`src/hw/rtl/u8v_pkg.sv`:
```
// ----------------------------------------------------------------------------
// u8v_pkg
// Types, byte codes and helpers shared by the UTF-8 text validator.
// ----------------------------------------------------------------------------
package u8v_pkg;

   localparam logic [7:0] BYTE_NUL     = 8'h00;
   localparam logic [7:0] BYTE_LF      = 8'h0A;
   localparam logic [7:0] BYTE_CR      = 8'h0D;
   localparam logic [7:0] BYTE_ASCII_MAX = 8'h7F;
   localparam logic [7:0] LEAD2_LO     = 8'hC2;
   localparam logic [7:0] LEAD2_HI     = 8'hDF;
   localparam logic [7:0] LEAD3_LO     = 8'hE0;
   localparam logic [7:0] LEAD3_HI     = 8'hEF;
   localparam logic [7:0] LEAD4_LO     = 8'hF0;
   localparam logic [7:0] LEAD4_HI     = 8'hF4;
   localparam logic [7:0] CONT_MASK    = 8'hC0;
   localparam logic [7:0] CONT_TAG     = 8'h80;

   localparam logic [7:0] MARK_BYTE0   = 8'hEF;
   localparam logic [7:0] MARK_BYTE1   = 8'hBB;
   localparam logic [7:0] MARK_BYTE2   = 8'hBF;

   localparam logic [20:0] MIN_THREE   = 21'h000800;
   localparam logic [20:0] MIN_FOUR    = 21'h010000;
   localparam logic [20:0] SURR_LO     = 21'h00D800;
   localparam logic [20:0] SURR_HI     = 21'h00DFFF;
   localparam logic [20:0] CODE_MAX    = 21'h10FFFF;

   localparam logic [2:0] SEQ_NONE     = 3'd0;
   localparam logic [2:0] SEQ_TWO      = 3'd2;
   localparam logic [2:0] SEQ_THREE    = 3'd3;
   localparam logic [2:0] SEQ_FOUR     = 3'd4;

   localparam logic [1:0] HEAD_DONE    = 2'd3;

   // ending_seen bit positions
   localparam int unsigned END_BIT_CRLF = 0;
   localparam int unsigned END_BIT_LF   = 1;
   localparam int unsigned END_BIT_BARE = 2;

   localparam logic [2:0] SEEN_CRLF    = 3'b001;
   localparam logic [2:0] SEEN_LF      = 3'b010;

   localparam logic [1:0] KIND_NONE    = 2'd0;
   localparam logic [1:0] KIND_CRLF    = 2'd1;
   localparam logic [1:0] KIND_LF      = 2'd2;
   localparam logic [1:0] KIND_MIXED   = 2'd3;

   typedef struct packed {
      logic [1:0]  bytes_still_needed;
      logic [2:0]  seq_total_length;
      logic [20:0] value_accum;
      logic        failed;
      logic [1:0]  head_position;
      logic        mark_so_far;
      logic        cr_waiting;
      logic [2:0]  ending_seen;
   } u8v_state_type;

   typedef struct packed {
      logic       text_ok;
      logic       mark_found;
      logic [1:0] ending_kind;
   } u8v_result_type;

   localparam u8v_state_type STATE_RESET = '{
      bytes_still_needed: 2'd0,
      seq_total_length:   SEQ_NONE,
      value_accum:        21'd0,
      failed:             1'b0,
      head_position:      2'd0,
      mark_so_far:        1'b1,
      cr_waiting:         1'b0,
      ending_seen:        3'd0
   };

   function automatic logic [7:0] mark_byte(input logic [1:0] pos);
      logic [7:0] b;
      case (pos)
         2'd0:    b = MARK_BYTE0;
         2'd1:    b = MARK_BYTE1;
         default: b = MARK_BYTE2;
      endcase
      return b;
   endfunction

endpackage

```
`src/hw/rtl/u8v_step.sv`:
```
// ----------------------------------------------------------------------------
// u8v_step
// Single-pass update of the validator state for one request, plus the
// result computed when the request closes the buffer.
// ----------------------------------------------------------------------------
module u8v_step (
   input  u8v_pkg::u8v_state_type  state_cur,
   input  logic [7:0]              data_byte,
   input  logic                    byte_present,
   output u8v_pkg::u8v_state_type  state_nxt,
   output u8v_pkg::u8v_result_type result
);
   import u8v_pkg::*;

   u8v_state_type s;
   u8v_state_type closed;
   logic [20:0]   acc_shift;
   logic [1:0]    need_dec;
   logic          cont_ok;
   logic          bad_value;

   assign acc_shift = {state_cur.value_accum[14:0], data_byte[5:0]};
   assign need_dec  = state_cur.bytes_still_needed - 2'd1;
   assign cont_ok   = (data_byte & CONT_MASK) == CONT_TAG;
   assign bad_value = (state_cur.seq_total_length == SEQ_THREE && acc_shift < MIN_THREE) ||
                      (state_cur.seq_total_length == SEQ_FOUR && acc_shift < MIN_FOUR) ||
                      (acc_shift >= SURR_LO && acc_shift <= SURR_HI) ||
                      (acc_shift > CODE_MAX);

   always_comb begin
      s = state_cur;
      if (byte_present) begin
         // code point decoding
         if (data_byte == BYTE_NUL) begin
            s.failed = 1'b1;
         end
         if (state_cur.bytes_still_needed != 2'd0) begin
            if (!cont_ok) begin
               s.failed             = 1'b1;
               s.bytes_still_needed = 2'd0;
               s.seq_total_length   = SEQ_NONE;
               s.value_accum        = 21'd0;
            end else if (need_dec == 2'd0) begin
               if (bad_value) begin
                  s.failed = 1'b1;
               end
               s.bytes_still_needed = 2'd0;
               s.seq_total_length   = SEQ_NONE;
               s.value_accum        = 21'd0;
            end else begin
               s.bytes_still_needed = need_dec;
               s.value_accum        = acc_shift;
            end
         end else if (data_byte inside {[LEAD2_LO:LEAD2_HI]}) begin
            s.seq_total_length   = SEQ_TWO;
            s.bytes_still_needed = 2'd1;
            s.value_accum        = {16'd0, data_byte[4:0]};
         end else if (data_byte inside {[LEAD3_LO:LEAD3_HI]}) begin
            s.seq_total_length   = SEQ_THREE;
            s.bytes_still_needed = 2'd2;
            s.value_accum        = {17'd0, data_byte[3:0]};
         end else if (data_byte inside {[LEAD4_LO:LEAD4_HI]}) begin
            s.seq_total_length   = SEQ_FOUR;
            s.bytes_still_needed = 2'd3;
            s.value_accum        = {18'd0, data_byte[2:0]};
         end else if (data_byte > BYTE_ASCII_MAX) begin
            s.failed = 1'b1;
         end

         // leading mark
         if (state_cur.head_position != HEAD_DONE) begin
            if (data_byte != mark_byte(state_cur.head_position)) begin
               s.mark_so_far = 1'b0;
            end
            s.head_position = state_cur.head_position + 2'd1;
         end

         // line endings
         s.cr_waiting = 1'b0;
         if (state_cur.cr_waiting && data_byte == BYTE_LF) begin
            s.ending_seen[END_BIT_CRLF] = 1'b1;
         end else begin
            if (state_cur.cr_waiting) begin
               s.ending_seen[END_BIT_BARE] = 1'b1;
            end
            if (data_byte == BYTE_CR) begin
               s.cr_waiting = 1'b1;
            end else if (data_byte == BYTE_LF) begin
               s.ending_seen[END_BIT_LF] = 1'b1;
            end
         end
      end

      state_nxt = s;

      // close out the buffer on a copy; an open buffer keeps its pending state
      closed = s;
      if (closed.bytes_still_needed != 2'd0) begin
         closed.failed = 1'b1;
      end
      if (closed.cr_waiting) begin
         closed.ending_seen[END_BIT_BARE] = 1'b1;
      end

      result.text_ok    = !closed.failed;
      result.mark_found = closed.mark_so_far && (closed.head_position == HEAD_DONE);
      if (closed.failed || closed.ending_seen == 3'd0) begin
         result.ending_kind = KIND_NONE;
      end else if (closed.ending_seen == SEEN_CRLF) begin
         result.ending_kind = KIND_CRLF;
      end else if (closed.ending_seen == SEEN_LF) begin
         result.ending_kind = KIND_LF;
      end else begin
         result.ending_kind = KIND_MIXED;
      end
   end

endmodule

```
`src/hw/rtl/utf8_text_validator.sv`:
```
// ----------------------------------------------------------------------------
// utf8_text_validator
// Strict UTF-8 checker with byte order mark and line-ending detection.
// ----------------------------------------------------------------------------
// Takes one request per clock cycle unless a last request waits behind a stalled
// response, and gives one response on each request marked last. Each request is
// held in the input register and each response in the result register; the whole
// per-byte state update runs in one pass between them. A request that closes a buffer
// waits in the input register only while a previous response is not taken.
module utf8_text_validator (
   input  logic       clock,
   input  logic       reset,
   input  logic       req_valid,
   output logic       req_ready,
   input  logic [7:0] req_data_byte,
   input  logic       req_byte_present,
   input  logic       req_last,
   output logic       rsp_valid,
   input  logic       rsp_ready,
   output logic       rsp_text_ok,
   output logic       rsp_mark_found,
   output logic [1:0] rsp_ending_kind
);
   import u8v_pkg::*;

   logic           in_valid_ff;
   logic [7:0]     in_byte_ff;
   logic           in_present_ff;
   logic           in_last_ff;
   u8v_state_type  state_ff;
   u8v_state_type  state_in;
   u8v_state_type  step_nxt;
   u8v_result_type step_res;
   logic           rsp_valid_ff;
   u8v_result_type rsp_ff;
   logic           advance;

   u8v_step u_step (
      .state_cur    (state_ff),
      .data_byte    (in_byte_ff),
      .byte_present (in_present_ff),
      .state_nxt    (step_nxt),
      .result       (step_res)
   );

   // a request with no response never waits on the output side
   assign advance   = in_valid_ff && (!in_last_ff || !rsp_valid_ff || rsp_ready);
   assign req_ready = !in_valid_ff || advance;
   assign state_in  = in_last_ff ? STATE_RESET : step_nxt;

   always_ff @(posedge clock) begin
      if (reset) begin
         in_valid_ff  <= 1'b0;
         rsp_valid_ff <= 1'b0;
         state_ff     <= STATE_RESET;
      end else begin
         if (req_ready) begin
            in_valid_ff <= req_valid;
         end
         if (advance) begin
            state_ff <= state_in;
         end
         if (advance && in_last_ff) begin
            rsp_valid_ff <= 1'b1;
         end else if (rsp_ready) begin
            rsp_valid_ff <= 1'b0;
         end
      end
   end

   always_ff @(posedge clock) begin
      if (req_valid && req_ready) begin
         in_byte_ff    <= req_data_byte;
         in_present_ff <= req_byte_present;
         in_last_ff    <= req_last;
      end
      if (advance && in_last_ff) begin
         rsp_ff <= step_res;
      end
   end

   assign rsp_valid       = rsp_valid_ff;
   assign rsp_text_ok     = rsp_ff.text_ok;
   assign rsp_mark_found  = rsp_ff.mark_found;
   assign rsp_ending_kind = rsp_ff.ending_kind;

endmodule

```
`config.mk`:
```
export PLATFORM = sky130hd
export DESIGN_NAME = utf8_text_validator
export DESIGN_NICKNAME = d
export VERILOG_FILES = /design/src/hw/rtl/u8v_pkg.sv /design/src/hw/rtl/u8v_step.sv /design/src/hw/rtl/utf8_text_validator.sv
export SDC_FILE = /design/constraint.sdc
export NUM_CORES = 1
export LEC_CHECK = 0
export ABC_AREA = 1
export BUFFER_PORTS_ARGS = -buffer_cell sky130_fd_sc_hd__buf_2
export CORE_MARGIN = 2
export CORE_UTILIZATION = 35
export DETAILED_ROUTE_END_ITERATION = 8
export PLACE_DENSITY = 0.61
export SLEW_MARGIN = 30
export SYNTH_ARGS = -nofsm -noshare
export SYNTH_HDL_FRONTEND = slang
export SYNTH_SLANG_ARGS = --single-unit
```
`constraint.sdc`:
```
create_clock -name clock -period 1.65 [get_ports clock]
set_input_delay 0.33 -clock clock [delete_from_list [all_inputs] [get_ports clock]]
set_output_delay 0.33 -clock clock [all_outputs]
set_load 0.02 [all_outputs]
```
* After elaboration in Yosys (flattened, before gate mapping)
Index checks and enable logic that the tools add are counted.
** Storage, ports and cells
- Bits in registers :: 44
- Input bits :: 14
- Output and inout bits :: 6
- Logic and storage cells :: 111
** Operators by class
- Order comparisons :: 12
- Reductions and logical operators :: 34
- Eq/ne operators :: 12
- Mux-type cells :: 34
- Add/sub/neg operators :: 2
** Operators by type and width (number)
- $mux W26 :: 3
- $mux W34 :: 2
- $mux W27 :: 2
- $ge A8 B8 Y1 const B :: 3
- $le A8 B8 Y1 const B :: 3
- $ge A21 B16 Y1 const B :: 1
- $gt A21 B21 Y1 const B :: 1
- $le A21 B16 Y1 const B :: 1
- $lt A21 B12 Y1 const B :: 1
- $lt A21 B17 Y1 const B :: 1
- $mux W21 :: 1
- $mux W1 :: 19
- $eq A8 B4 Y1 const B :: 2
- $mux W8 :: 2
- $pmux W7 S2 :: 1
- $logic_and A1 B1 Y1 :: 11
- $mux W3 :: 3
- $gt A8 B7 Y1 const B :: 1
- $logic_not A8 Y1 :: 1
- $ne A8 B8 Y1 :: 1
- $reduce_bool A2 Y1 :: 4
- $logic_or A1 B1 Y1 :: 7
- $eq A3 B2 Y1 const B :: 2
- $reduce_bool A5 Y1 :: 1
- other kinds (15) :: 20

* Longest topological paths before layout
Gate-level depths: netlist (run 1).
- Depth in word-level cells :: 14
- Mapped depth :: 13
- Depth with buffers taken out :: 13

* By module
A second synthesis (run 1) with hierarchy kept.
** Second synthesis, totals
- Cell total of the unflattened synthesis :: 389
- Area, all modules :: 2855.2 µm²
** Modules (own cells, without submodules)
- utf8_text_validator :: sequential area each 1141.1 µm², times used 1, cells an instance 178, area each 1766.7 µm²
- u8v_step :: sequential area each 0.0 µm², times used 1, cells an instance 211, area each 1088.5 µm²

* Worst setup path before layout (run 1)
OpenSTA, ideal clock, no wires.
- Path kind :: flip-flop to flip-flop
- Start :: register state_ff[32] in the netlist's numbering
- End :: register state_ff[13] in the netlist's numbering
- Setup slack :: 0.015 ns
- Arrival time :: 1.569 ns
- Data required time :: 1.584 ns
- Path buffers :: 1
- Cell stages (with the launch flop) :: 11
- Path through :: dfxtp_1 > inv_1 > ha_1 > inv_1 > nand3_1 > nor2_1 > inv_1 > nor2_2 > buf_2 > nand2_1 > a21oi_2
** Between the ends
- Longest elaborated chain between the ends :: 7
- Elaborated cells between the ends (all ways) :: 10
** RTL lines
- start: declaration :: line utf8_text_validator.sv:30 : u8v_state_type state_ff;
- start signal: assignment :: line utf8_text_validator.sv:61 : state_ff <= state_in;
- $sub A2 B1 Y2 :: line u8v_step.sv:23 : assign need_dec = state_cur.bytes_still_needed - 2'd1;
- $logic_not A2 Y1 :: line u8v_step.sv:43 : end else if (need_dec == 2'd0) begin
- $mux W21 :: line u8v_step.sv:43
- $mux W27 :: line u8v_step.sv:38 : if (!cont_ok) begin
- $mux W27 :: line u8v_step.sv:37 : if (state_cur.bytes_still_needed != 2'd0) begin
- $mux W34 :: line u8v_step.sv:32 : if (byte_present) begin
- $mux W34 :: line utf8_text_validator.sv:49 : assign state_in = in_last_ff ? STATE_RESET : step_nxt;
Several ways; a longest one is shown, not always the timed one. The select of a mux whose other input is x is not followed.
A chain may end at the register's enable or synchronous reset.

* Worst setup path in the final report (run 1)
- Start :: register in_byte_ff[7]
- End :: register state_ff[12] in the netlist's numbering
** Between the ends
- Longest elaborated chain between the ends :: 7
- Elaborated cells between the ends (all ways) :: 18
** RTL lines
- start: declaration :: line utf8_text_validator.sv:27 : logic [7:0] in_byte_ff;
- start signal: assignment :: line utf8_text_validator.sv:73 : in_byte_ff <= req_data_byte;
- $ge A8 B8 Y1 or $le A8 B8 Y1 (tied branches) :: line u8v_step.sv:58 : end else if (data_byte inside {[LEAD3_LO:LEAD3_HI]}) begin
- $logic_and A1 B1 Y1 :: line u8v_step.sv:58
- $mux W26 :: line u8v_step.sv:58
- $mux W26 :: line u8v_step.sv:54 : end else if (data_byte inside {[LEAD2_LO:LEAD2_HI]}) begin
- $mux W27 :: line u8v_step.sv:37
- $mux W34 :: line u8v_step.sv:32
- $mux W34 :: line utf8_text_validator.sv:49
Several ways; a longest one is shown, not always the timed one. The select of a mux whose other input is x is not followed.

==> metrics, run 1 <==
Seq/Total Area, Yosys=45.7%; TritonRoute pass-1 iters=7; root buffer cell=clkbuf_8; Worst slew margin=75.2%; CTS sink cnt=44; initial antenna violation count=0; Via density=4.81; P_leak=around 1.3 nW; gr usage total=15.2%; final setup fails=18; die extent in y=83.9 um; FF+latch count, synth=44; clock skew=approximately 0.01 ns; GPL Wtd Cong=slightly below 0.9; DR iter-0 viols=132; vias=2045; Core ar.=6280 um^2; Starting Density=roughly 36%; worst setup margin=-0.0853 ns; Slew @ Worst Pin=roughly 0.37 ns; Die ar.=~7000 um^2; CP max FO=15; top cell type by total area after synthesis=dfxtp_1; Tcrit/Tclk final=105%; H-tree depth=2; Clock Pin Slew Worst Setup and Hold Paths=about 0.080 ns; syn_area_per_cell=a little under 8 um^2; final setup TNS=-1.23 ns; routed len/inst=12.5 um; max-cap viol count=0; worst hold start=req_byte_present; WL final=5.30 mm; Power Density=765 nW/um^2; DP Wirelength=3.56 mm; reg2reg start=in_byte_ff[7]; hold_buf cts=0; Main synth FF type=dfxtp_1; maximum clock insertion buffer count=2; ANT nets after route=0; PortBufs=19; Cells after Synth=between 200 and 300; placed cell area=2550 um^2; post-synthesis async set-or-reset flop share=0%; Row Count=29; boundary pin count=20; first-pass GRT wire length=8.78 mm; grt total ovfl=0; worst path cell trace=buf_4 > nand2_2 > nor2_2 > nand2_2 > nand2_2 > a21oi_2 > nand2_2 > nand3_2 > nand2_4 > buf_12 > o21ai_1 > a21oi_2; Most common cell on crit path=nand2_2; Remaining DRCs=0; Data arrival, critical path=1.92 ns; EDFF count, synth=14; TritonCTS clock tree=yes; most common cell in the netlist=nand2_1; Synth Cell Area=2230 um^2; worst ir drop on vdd=~570 uV; Final Hold Viols=0; vias in the first global route=approximately 1900; Crit Path Category=flop to flop; Final Instance Area=2890 um^2; Distinct cells, synth=29; slowest CP cell=edfxtp_1; Area growth syn-to-layout=29.6%; Slew Viols, Final=0; Largest stage delay, worst path=0.48 ns; nets@finish=363; ANT cells=0; RSZ-0062 raised after global routing=true; Synth top area share=26.9%; syn_nets=304; YS warnings=0; Critical Path RT=1.83 ns; CP Capture Type=flop; clock latency at the later pin of the worst-skew pair=0.29 ns; synth top area cells=dfxtp_1 (27%), edfxtp_1 (19%), nand2_1 (8.9%), inv_1 (6.6%), nor2_1 (6.2%); Hold WC Path Type=input pin to flop; fin crit period=1.74 ns; CTS Buf Count=5; failing checks=negative setup slack; status=finished, violations left; CP startpoint=in_byte_ff[7]; share of cells above drive strength 1=31.0%; fmax=576 MHz; die width=83.9 um; startpoint class of the critical path=flop; largest net degree at the start of global routing=19; most frequent cells after synthesis=nand2_1 (53), inv_1 (39), nor2_1 (37), dfxtp_1 (30), a21oi_1 (18)
## routing by layer
metal / share of wire (%) / vias to the layer above / global-route usage [%] / wire [um]
met3: 4.1 / 5 / 2.47 / 218
li1: - / 1067 / - / -
met4: 1.6 / 0 / 6.30 / 85
met5: 0 / - / 0 / 0
met1: 46 / 926 / 20.9 / 2450
met2: 48 / 47 / 23.9 / 2550
## flip-flops by register name (all words and copies together) (netlist names)
signal           count
rsp_mark_found       1
rsp_valid            1
rsp_text_ok          1
in_byte_ff           8
rsp_ending_kind      2
in_present_ff        1
state_ff            28
in_valid_ff          1
in_last_ff           1
## cells in the final DEF (no fill, tap or decap), types with 6 or more instances in the layout
master	count
nand2_1	51
nor2_1	33
nand2_2	7
a21oi_1	17
inv_1	34
buf_6	7
nand3_1	14
buf_4	32
buf_2	19
edfxtp_1	14
nand4_1	6
a21oi_2	10
o21ai_0	8
o21ai_1	17
dfxtp_1	29
## area by class of cell
cell class	count	area, um^2
flip-flops and latches	44	1020
clock inverters	1	5.00
multi-input cells	197	1090
clock buffers	7	76.3
repair buffers	60	462
fillers	628	3380
inverters	39	146
well taps	77	96.3
## report_power, final
part | leakage, nW | internal (mW) | switching (mW)
sequential | 0.382 | 1.17 | 0.0430
combinational | 0.836 | 0.158 | 0.199
clock | 0.0422 | 0.297 | 0.345
## worst max-delay path: cells and delay by family (launching register included)
family | cells | cell delay [ns]
AND/OR/NAND/NOR | 7 | 0.48
AO/OA/AOI/OAI | 3 | 0.32
buffers and inverters | 2 | 0.33
flip-flops | 1 | 0.48
## logic make-up after synthesis
| family | Yosys count | synth area share (%) |
|---|---|---|
| AO/OA/AOI/OAI | 66 | 18.2 |
| adder cells (fa/ha/maj) | 2 | 1.12 |
| flip-flops | 44 | 45.7 |
| AND/OR/NAND/NOR | 129 | 25.9 |
| buffers and inverters | 47 | 9.13 |
## through the flow
| stage | hold WS [ns] | setup WS [ns] | instances | power (mW) | utilization (%) |
|---|---|---|---|---|---|
| 2_1_floorplan | 0.429 | 0.0149 | 288 | 1.43 | - |
| 3_3_place_gp | 0.456 | -0.0479 | 399 | 1.52 | 40.7 |
| 3_5_place_dp | 0.454 | -0.0891 | 399 | 1.52 | 40.7 |
| 4_1_cts | 0.196 | -0.0108 | 420 | 2.19 | 44.1 |
| 5_1_grt | 0.202 | -0.193 | 425 | 2.32 | 46.1 |
| 6_report | 0.203 | -0.0853 | 425 | 2.21 | 46.1 |
## path summary, 6_finish.rpt
path | to | slack (ns) | cells after the start
setup / recovery | state_ff[12] | -0.09 | 12
hold / removal | in_present_ff | 0.20 | 1
setup reg to reg | state_ff[12] | -0.09 | 12
hold reg to reg | state_ff[18] | 0.46 | 2
## repair_timing
item / CTS / global route
pin swaps: 6 / 18
resized for setup: 9 / 28
setup endpoints to repair: 21 / 24
cloned: 1 / 0
buffers inserted: 12 / 5
Power figures use the tool's default switching activity.
==> inputs of run 2 (changes only) <==
--- a/config.mk
+++ b/config.mk
@@ -11,3 +11,5 @@
 export CORE_UTILIZATION = 35
+export CTS_BUF_LIST = sky130_fd_sc_hd__clkbuf_16
 export DETAILED_ROUTE_END_ITERATION = 8
+export GPL_TIMING_DRIVEN = 0
 export PLACE_DENSITY = 0.61
==> constraint.sdc (replaced) <==
create_clock -name clock -period 1.65 [get_ports clock]
set_input_delay 0.0825 -clock clock [delete_from_list [all_inputs] [get_ports clock]]
set_output_delay 0.0825 -clock clock [all_outputs]
set_load 0.02 [all_outputs]
==> run 2 against run 1 <==
Effect of this change: critical path depth is 2 lower; combinational power is 4% higher; sequential power hardly changed; the flow still finishes with violations (negative setup slack); wire length is 0.21% lower; setup slack worse by 0.059 ns; highest routed layer unchanged; clock skew is 0.0031 ns lower; critical endpoint is now rsp_ending_kind[1]; sequential share of layout area is 1.7 points lower; first-iteration DRC count is 42% lower; fmax is 3.3% lower.
==> metrics, run 2 (synthesis results as in run 1) <==
status=finished, violations left (unchanged); failing checks=negative setup slack (unchanged); nets@finish=361 (was 363); ANT nets after route=0 (unchanged); ANT cells=0 (unchanged); Post-Place Setup Slack=-0.244 ns (was -0.0891 ns); DP Wirelength=3.43 mm (was 3.56 mm); root buffer cell=clkbuf_16 (was clkbuf_8); Reg2Reg Depth=10 (was 12); Worst Hold Endpoint=in_valid_ff (was in_present_ff); initial antenna violation count=0 (unchanged); first-pass GRT wire length=8.42 mm (was 8.78 mm); slowest CP cell=edfxtp_1 (unchanged); fin crit period=1.79 ns (was 1.74 ns); boundary pin count=20 (unchanged); Critical Path RT=1.69 ns (was 1.83 ns); Remaining DRCs=0 (unchanged); Hold WC Path Type=input pin to flop (unchanged); most frequent cells in the layout=nand2_1 (51), inv_1 (34), nor2_1 (30) (was nand2_1 (51), inv_1 (34), nor2_1 (33)); vias in the first global route=1908 (was 1920); area of the multi-input gates=1190 um^2 (was 1090 um^2); CP max FO=6 (was 15); Area growth syn-to-layout=36.4% (was 29.6%); worst setup margin=-0.145 ns (was -0.0853 ns); flop2flop setup slack=-0.14 ns (was -0.09 ns); Slew @ Worst Pin=0.470 ns (was 0.372 ns); Core ar.=6280 um^2 (unchanged); Worst slew margin=68.6% (was 75.2%); RSZ-0062 raised after global routing=true (unchanged); CP Capture Type=flop (unchanged); Data arrival, critical path=1.83 ns (was 1.92 ns); worst path cell trace=buf_4 > buf_6 > inv_2 > nand3_4 > nor2_4 > nand2_1 > nand4_1 > nand2_1 > nand4_1 > nor2_1 (was buf_4 > nand2_2 > nor2_2 > nand2_2 > nand2_2 > a21oi_2 > nand2_2 > nand3_2 > nand2_4 > buf_12 > o21ai_1 > a21oi_2); CP startpoint=in_byte_ff[6] (was in_byte_ff[7]); Worst R2R End=rsp_ending_kind[1] (was state_ff[12]); final setup fails=22 (was 18); Die ar.=7040 um^2 (unchanged); TritonRoute pass-1 iters=4 (was 7); Via density=4.91 (was 4.81); placed cell area=2420 um^2 (was 2550 um^2); Starting Density=35.6% (unchanged); DR iter-0 viols=76 (was 132); Clock Pin Slew Worst Setup and Hold Paths=0.06 ns (was 0.08 ns); gr usage total=14.6% (was 15.2%); Crit Path Category=flop to flop (unchanged); Power Density=831 nW/um^2 (was 765 nW/um^2); TritonCTS clock tree=yes (unchanged); PortBufs=18 (was 19); worst hold path depth=4 (was 1); largest net degree at the start of global routing=14 (was 19); max-cap viol count=0 (unchanged); CTS sink cnt=44 (unchanged); Row Count=29 (unchanged); die extent in y=83.9 um (unchanged); P_leak=1.28 nW (was 1.26 nW); Largest stage delay, worst path=0.52 ns (was 0.48 ns); die width=83.9 um (unchanged); grt total ovfl=0 (unchanged); routed len/inst=12.5 um (about the same); WL final=5.29 mm (was 5.30 mm); clock latency at the later pin of the worst-skew pair=0.28 ns (was 0.29 ns); startpoint class of the critical path=flop (unchanged); worst ir drop on vdd=448 uV (was 566 uV); Final Instance Area=3050 um^2 (was 2890 um^2); share of cells above drive strength 1=33.2% (was 31.0%); worst hold start=rsp_ready (was req_byte_present); Tcrit/Tclk final=109% (was 105%); most flop-heavy register=state_ff (unchanged); reg2reg start=in_byte_ff[6] (was in_byte_ff[7]); max reg flops=28 (unchanged); CTS Buf Count=5 (unchanged); H-tree depth=2 (unchanged); Final Hold Viols=0 (unchanged); commonest non-fill, non-tap cell in the layout=nand2_1 (unchanged); maximum clock insertion buffer count=2 (unchanged); vias=2079 (was 2045); Slew Viols, Final=0 (unchanged); Fillers=600 (was 628); register area=1020 um^2 (about the same); GPL Wtd Cong=0.865 (was 0.874); fmax=557 MHz (was 576 MHz); clock skew=0.00672 ns (was 0.00984 ns)
run 2: timing repair:
item,4_1_cts,5_1_grt
gates cloned,0,1
setup endpoints to repair,27,27
resized for setup,17,43
pin swaps,6,15
hold buffers,10,0
hold endpoints to repair,10,0
setup buffers,12,9
run 2: routing by layer:
metal,GRT usage [%],part of all wire (%),vias up
met4,4.40,1.2,0
li1,-,-,1063
met5,0,0,-
met1,19.4,48,969
met2,24.3,48,41
met3,2.37,3.0,6
run 2: final cells by class:
class	count	area share (%)
plain buffers	8	2.18
inverters	39	4.93
well taps	77	3.16
multi-input cells	197	39.0
clock buffers	5	4.11
clock inverters	3	0.411
repair buffers	50	12.6
flip-flops and latches	44	33.6
run 2: worst max path at each step:
stage	to	slack [ns]	cells past startpoint
after floorplan	state_ff[13]	0.01	10
after global placement	state_ff[14]	-0.23	10
after detailed placement	state_ff[19]	-0.24	10
after CTS	state_ff[11]	-0.01	12
after global routing	state_ff[19]	-0.21	12
final	rsp_ending_kind[1]	-0.14	10
run 2: worst max-delay path, delay by kind of cell (launching register included):
| family | cells | cell delay [ns] |
|---|---|---|
| AND/OR/NAND/NOR | 7 | 0.65 |
| flip-flops | 1 | 0.52 |
| buffers and inverters | 3 | 0.38 |
run 2: per-stage QoR:
step	TNS (ns)	hold WS, ns	total power [mW]	std cells	utilization [%]
2_1_floorplan	0	0.181	1.43	288	-
3_3_place_gp	-4.04	0.259	1.50	383	38.5
3_5_place_dp	-3.99	0.261	1.50	383	38.5
4_1_cts	-0.0582	0.132	2.48	413	44.5
5_1_grt	-3.97	0.141	2.65	423	48.5
6_report	-2.39	0.137	2.53	423	48.5
run 2: report_power, final:
| part | switching [mW] | total (mW) | internal (mW) | leakage [nW] |
|---|---|---|---|---|
| combinational | 0.206 | 0.372 | 0.166 | 0.816 |
| clock | 0.386 | 0.932 | 0.547 | 0.0762 |
| sequential | 0.0517 | 1.22 | 1.17 | 0.383 |
